`config.mk`:
```
export PLATFORM = sky130hd
export DESIGN_NAME = esc_closure_unit
export DESIGN_NICKNAME = d
export VERILOG_FILES = /design/src/sv/esc_pkg.sv /design/src/sv/esc_closure_unit.sv
export SDC_FILE = /design/constraint.sdc
export NUM_CORES = 1
export LEC_CHECK = 0
export CAP_MARGIN = 10
export CORE_ASPECT_RATIO = 0.8
export CORE_UTILIZATION = 65
export CTS_BUF_LIST = sky130_fd_sc_hd__clkbuf_16
export DETAILED_ROUTE_END_ITERATION = 8
export DONT_BUFFER_PORTS = 1
export PLACE_DENSITY_LB_ADDON = 0.25
export RECOVER_POWER = 100
export SETUP_SLACK_MARGIN = 0.02
export SYNTH_ARGS = -nofsm -noshare
export SYNTH_HDL_FRONTEND = slang
export SYNTH_SLANG_ARGS = --single-unit
```
`constraint.sdc`:
```
create_clock -name clock -period 2.85 [get_ports clock]
set_input_delay 0.4275 -clock clock [delete_from_list [all_inputs] [get_ports clock]]
set_output_delay 0.4275 -clock clock [all_outputs]
set_load 0.02 [all_outputs]
```
`src/sv/esc_pkg.sv`:
```
// ----------------------------------------------------------------------------
// esc_pkg
// Shared types and constants of the epsilon-NFA subset construction unit.
// ----------------------------------------------------------------------------
`default_nettype none

package esc_pkg;

   localparam int NFA_STATES = 16;
   localparam int ALPHABET   = 26;
   localparam int DFA_STATES = 64;

   localparam int SET_W      = 16;
   localparam int NFA_W      = $clog2(NFA_STATES);
   localparam int SYM_W      = 5;
   localparam int DFA_AW     = $clog2(DFA_STATES);
   localparam int DFA_CW     = DFA_AW + 1;
   localparam int MOVE_DEPTH = NFA_STATES * ALPHABET;
   localparam int MOVE_AW    = $clog2(MOVE_DEPTH);
   localparam int BUF_AW     = $clog2(ALPHABET);
   localparam int BUF_CW     = $clog2(ALPHABET + 1);

   typedef enum logic [1:0] {
      OP_LOAD_SYM = 2'd0,
      OP_LOAD_EPS = 2'd1,
      OP_START    = 2'd2,
      OP_EXPAND   = 2'd3
   } op_type;

   typedef enum logic [3:0] {
      ST_CLEAR,
      ST_IDLE,
      ST_FETCH,
      ST_SETUP,
      ST_MOVE,
      ST_MOVE_LAST,
      ST_CLOSE,
      ST_SEARCH,
      ST_NEXT_SYM,
      ST_EMIT
   } state_type;

   typedef struct packed {
      logic [1:0]  operation;
      logic [3:0]  nfa_state;
      logic [4:0]  symbol_index;
      logic [15:0] target_mask;
   } req_type;

   typedef struct packed {
      logic        has_transition;
      logic [5:0]  from_dfa;
      logic [4:0]  letter;
      logic [5:0]  to_dfa;
      logic [15:0] to_set;
      logic        is_new;
      logic        overflow;
      logic        finished;
      logic        last;
   } rsp_type;

endpackage

`default_nettype wire

```
`src/sv/esc_closure_unit.sv`:
```
// ----------------------------------------------------------------------------
// esc_closure_unit
// Epsilon rows and one closure step: set OR the epsilon rows of its members.
// ----------------------------------------------------------------------------
`default_nettype none

module esc_closure_unit (
   input  wire logic                     clock,
   input  wire logic                     reset,
   input  wire logic                     wr_en,
   input  wire logic [esc_pkg::NFA_W-1:0] wr_idx,
   input  wire logic [esc_pkg::SET_W-1:0] wr_mask,
   input  wire logic [esc_pkg::SET_W-1:0] set_in,
   output logic      [esc_pkg::SET_W-1:0] step_out
);
   import esc_pkg::*;

   logic [SET_W-1:0] eps_ff [NFA_STATES];

   always_ff @(posedge clock) begin
      if (reset) begin
         for (int i = 0; i < NFA_STATES; i++) begin
            eps_ff[i] <= '0;
         end
      end else if (wr_en) begin
         eps_ff[wr_idx] <= wr_mask;
      end
   end

   always_comb begin
      step_out = set_in;
      for (int i = 0; i < NFA_STATES; i++) begin
         if (set_in[i]) begin
            step_out = step_out | eps_ff[i];
         end
      end
   end

endmodule

`default_nettype wire

```
Word level (Yosys, flattened, before mapping)
Memories as Yosys holds them, arrays and structs flattened.
Cells that the tools add are included.
{ "totals": {"regBits": 0, "mem_bits_rw": 256, "wordCells": 42, "n_memories": 1} }
{ "mem_list": {"columns": ["memory", "words", "word_bits", "read_ports", "rd_clocked_by_memory_dff", "write_ports", "line", "rtl"], "rows": [
  ["eps_ff", 16, 16, 16, 0, 16, "esc_closure_unit.sv:18", "logic [SET_W-1:0] eps_ff [NFA_STATES];"]
]} }
{ "classes": {"muxes": 24, "bitwise_logic": 16, "n_reduce_logical": 1} }
{ "op_table": {"columns": ["cell", "count"], "rows": [
  ["two-way mux 16 bit", 17],
  ["OR 16 bit", 16],
  ["OR reduction 16 bit", 1],
  ["two-way mux 1 bit", 6],
  ["two-way mux 4 bit", 1]
]} }

Depth between registers and ports, before layout
{ "depth": {"word_depth": 32, "depth_mapped": 5} }

Worst setup path after synthesis
No wires, ideal clock.
{ "synth_path": {"kind": "input to register", "startpoint": "input port reset", "endpoint": "memory eps_ff[0][10], enable pin", "setup_time_ns": 0.331, "arrival_ns": 1.623, "required_time_ns": 2.519, "setup_slack_ns": 0.897, "cell_stages": 4, "cell_sequence": "clkbuf_1 > or4b_4 > nor3_4 > or2_2"} }
{ "synth_lines": {"columns": ["element", "line", "rtl"], "rows": [
  ["start, declared", "esc_closure_unit.sv:9", "input wire logic reset,"],
  ["end, declared", "esc_closure_unit.sv:18", null]
]} }

==> results.md <==
* Std-Cell Rows at just over 40
* Cells after synthesis at 745
* Final Hold Slack at between 0.1 and 0.15 ns
* Worst Path Required at just under 3 ns
* Startpoint types: input port
* Max reg flops at between 200 and 250
* Max Root-Sink Buffers at 3
* Routed Antenna Nets at 0
* Syn Area/Cell at 14.0 um^2
* Clk pwr share at between 30% and 40%
* Antenna cells at 0
* Via Count at about 6500
* CP max-delay cell: or2_0
* GPL Wtd Cong at 0.921
* TritonCTS Buffers at 23
* Post-detail-place hpwl at between 15 and 20 mm
* Critical Path, Cell by Cell: nand4bb_1, nor3_1, clkbuf_1, or2_0
* Status: completed
* Clk slew on worst S/H paths at approximately 0.060 ns
* Switching share of total power at approximately a fifth
* Pwr Total at between 7 and 8 mW
* Flop pwr share at 57.0%
* Post-CTS Resized at 0
* Pwr dens at around 660 nW/um^2
* Layout area overhead at 6.82%
* Cell Area, Synth at between 10000 and 15000 um^2
* Worst path arrival time at roughly 2.7 ns
* Hold WC Path Type: input port to register
* Slew HR at around 6%
* DR WL/cell at 31.1 um
* Commonest non-fill, non-tap cell in the layout: edfxtp_1
* Post-CTS Setup Inserts at 0
* Drt total wl at 29.5 mm
* Leading area contributor after synthesis: edfxtp_1
* Flops & latches, synth at 240
* Worst Setup SP: reset
* Setup TNS at 0 ns
* CORE AREA at 15700 um^2
* Vias/cell at 6.90
* # hold bufs at CTS at 0
* Worst vdd ir at roughly 0.45 mV
* Largest registers: eps_ff (240)
* Final Max Tran Viols at 0
* Cell variety after synth at 20
* Maximum clock frequency at between 300 and 400 MHz
* Leak Pwr at 3.69 nW
* DR pass1 iterations at 5
* H-tree lvl count at 1
* Syn nets at slightly below 800
* Layout cells sized above 1 at under 10%
* Tmin final at 2.62 ns
* # Max-Cap Violations at 0
* Die Y at 115 um
* Ys Warns at 0
* # port buffers at 0
* Clk sinks at between 200 and 250
* GRT Util Overall at 37.2%
* IO Count at 55
* Seq/Total Area, Yosys at 69.2%
* NetSw at between 1.5 and 2 mW
* Pin count of the biggest net entering global routing at 21
* Remaining global-route overflow at 0
* Clk root buf: clkbuf_16
* XOR/XNOR Fraction of Synth Area at 0%
* Mux cell area share after synthesis at 0%
* CTS tree: built
* First-pass GRT wire length at roughly 42 mm
* Crit path largest cell delay at ~1.1 ns
* Post-synthesis compound-gate area fraction at 9.22%
* Logic pwr share at 4.0%
* Simple-gate share of the synthesized area at 19.2%
* Area share of the largest cell type after synthesis at around 70%
* Top cells by area, synth: edfxtp_1 69%, and2_1 14%, a22oi_1 5.8%, clkbuf_1 2.3%, a221oi_1 1.3%
* Initial Util at between 60% and 70%
* Vias in the first global route at approximately 6400
* Synth Area in Adders at 0%
* Endpoint class of the critical path: register
* Initial antenna violation count at 0
* Tightest Pin Transition at ~1.4 ns
* Hold_sp: wr_mask[8]
* Most flops, register: eps_ff
* Die Footprint at 16500 um^2
* DRT iter0 DRCs at approximately 830
* Fin nets at roughly 760
* Largest family of logic cells by synthesized area: simple AND/OR/NAND/NOR gates
* Fin crit share at roughly 92%
* P_int at 5.75 mW
* Worst Path Max Fanout at 20
* # setup viols final at 0
* Residual DRC at 0
* Most frequent cells in the layout: 240 x edfxtp_1, 133 x and2_0, 107 x and2_1, 80 x a22oi_1, 23 x clkbuf_16
* Crit Path Class: input port to register
* Die width at 144 um
* RSZ-0062 raised after global routing: false
* Final hold violation count at 0
* Final core occ at just over 70%
==> power by group through the flow <==
stage                     Combinational (mW)  Clock (mW)  Sequential [mW]
after floorplan                        0.261           0             4.19
after global placement                 0.288           0             4.22
after detailed placement               0.298           0             4.23
after CTS                              0.299        2.82             4.15
after global routing                   0.312        2.96             4.17
final                                  0.294        2.84             4.16
==> Yosys cell counts (all sizes together) <==
cell,count
nand2b,2
nand4,16
nand2,1
and4,16
or2,16
nor2,12
nor3,4
clkbuf,66
a21oi,16
nand4bb,2
nand4b,1
and2,240
edfxtp,240
or4b,1
a22oi,80
a221oi,16
a22o,16
==> layout make-up <==
type	count	area, um^2
clock buffer	23	576
clock inverter	19	110
fill	1040	4570
sequential	240	7210
tap	215	269
timing repair buffer	12	45.0
multi-input combinational	439	2930
==> final timing paths <==
path	slack, ns	depth (start not counted)	end
hold / removal	0.10	1	eps_ff[6][8]
setup / recovery	0.23	4	eps_ff[8][5]
==> routing by layer <==
| metal | share of wire (%) | vias to the layer above | track usage, % |
|---|---|---|---|
| li1 | - | 2714 | - |
| met1 | 36 | 3223 | 49.5 |
| met2 | 45 | 501 | 56.5 |
| met3 | 14 | 102 | 12.0 |
| met4 | 5.2 | 0 | 17.0 |
| met5 | 0 | - | 0 |
==> per-stage QoR <==
step | instance area, um^2 | cells | worst slack, ns
2_1_floorplan | 10400 | 745 | 0.897
3_3_place_gp | 10500 | 906 | 0.734
3_5_place_dp | 10500 | 906 | 0.640
4_1_cts | 11200 | 948 | 0.465
5_1_grt | 11100 | 948 | 0.219
6_report | 11100 | 948 | 0.229
==> cell families after synthesis <==
logic type / Yosys count
AND/OR/NAND/NOR: 311
buffers and inverters: 66
flip-flops: 240
AO/OA/AOI/OAI: 128
==> worst max-delay path, delay by kind of cell <==
kind,cells,cell delay [ns]
and+or+nand+nor,3,1.60
buffers and inverters,1,0.69
No activity file was read; power rests on OpenSTA's default activity.
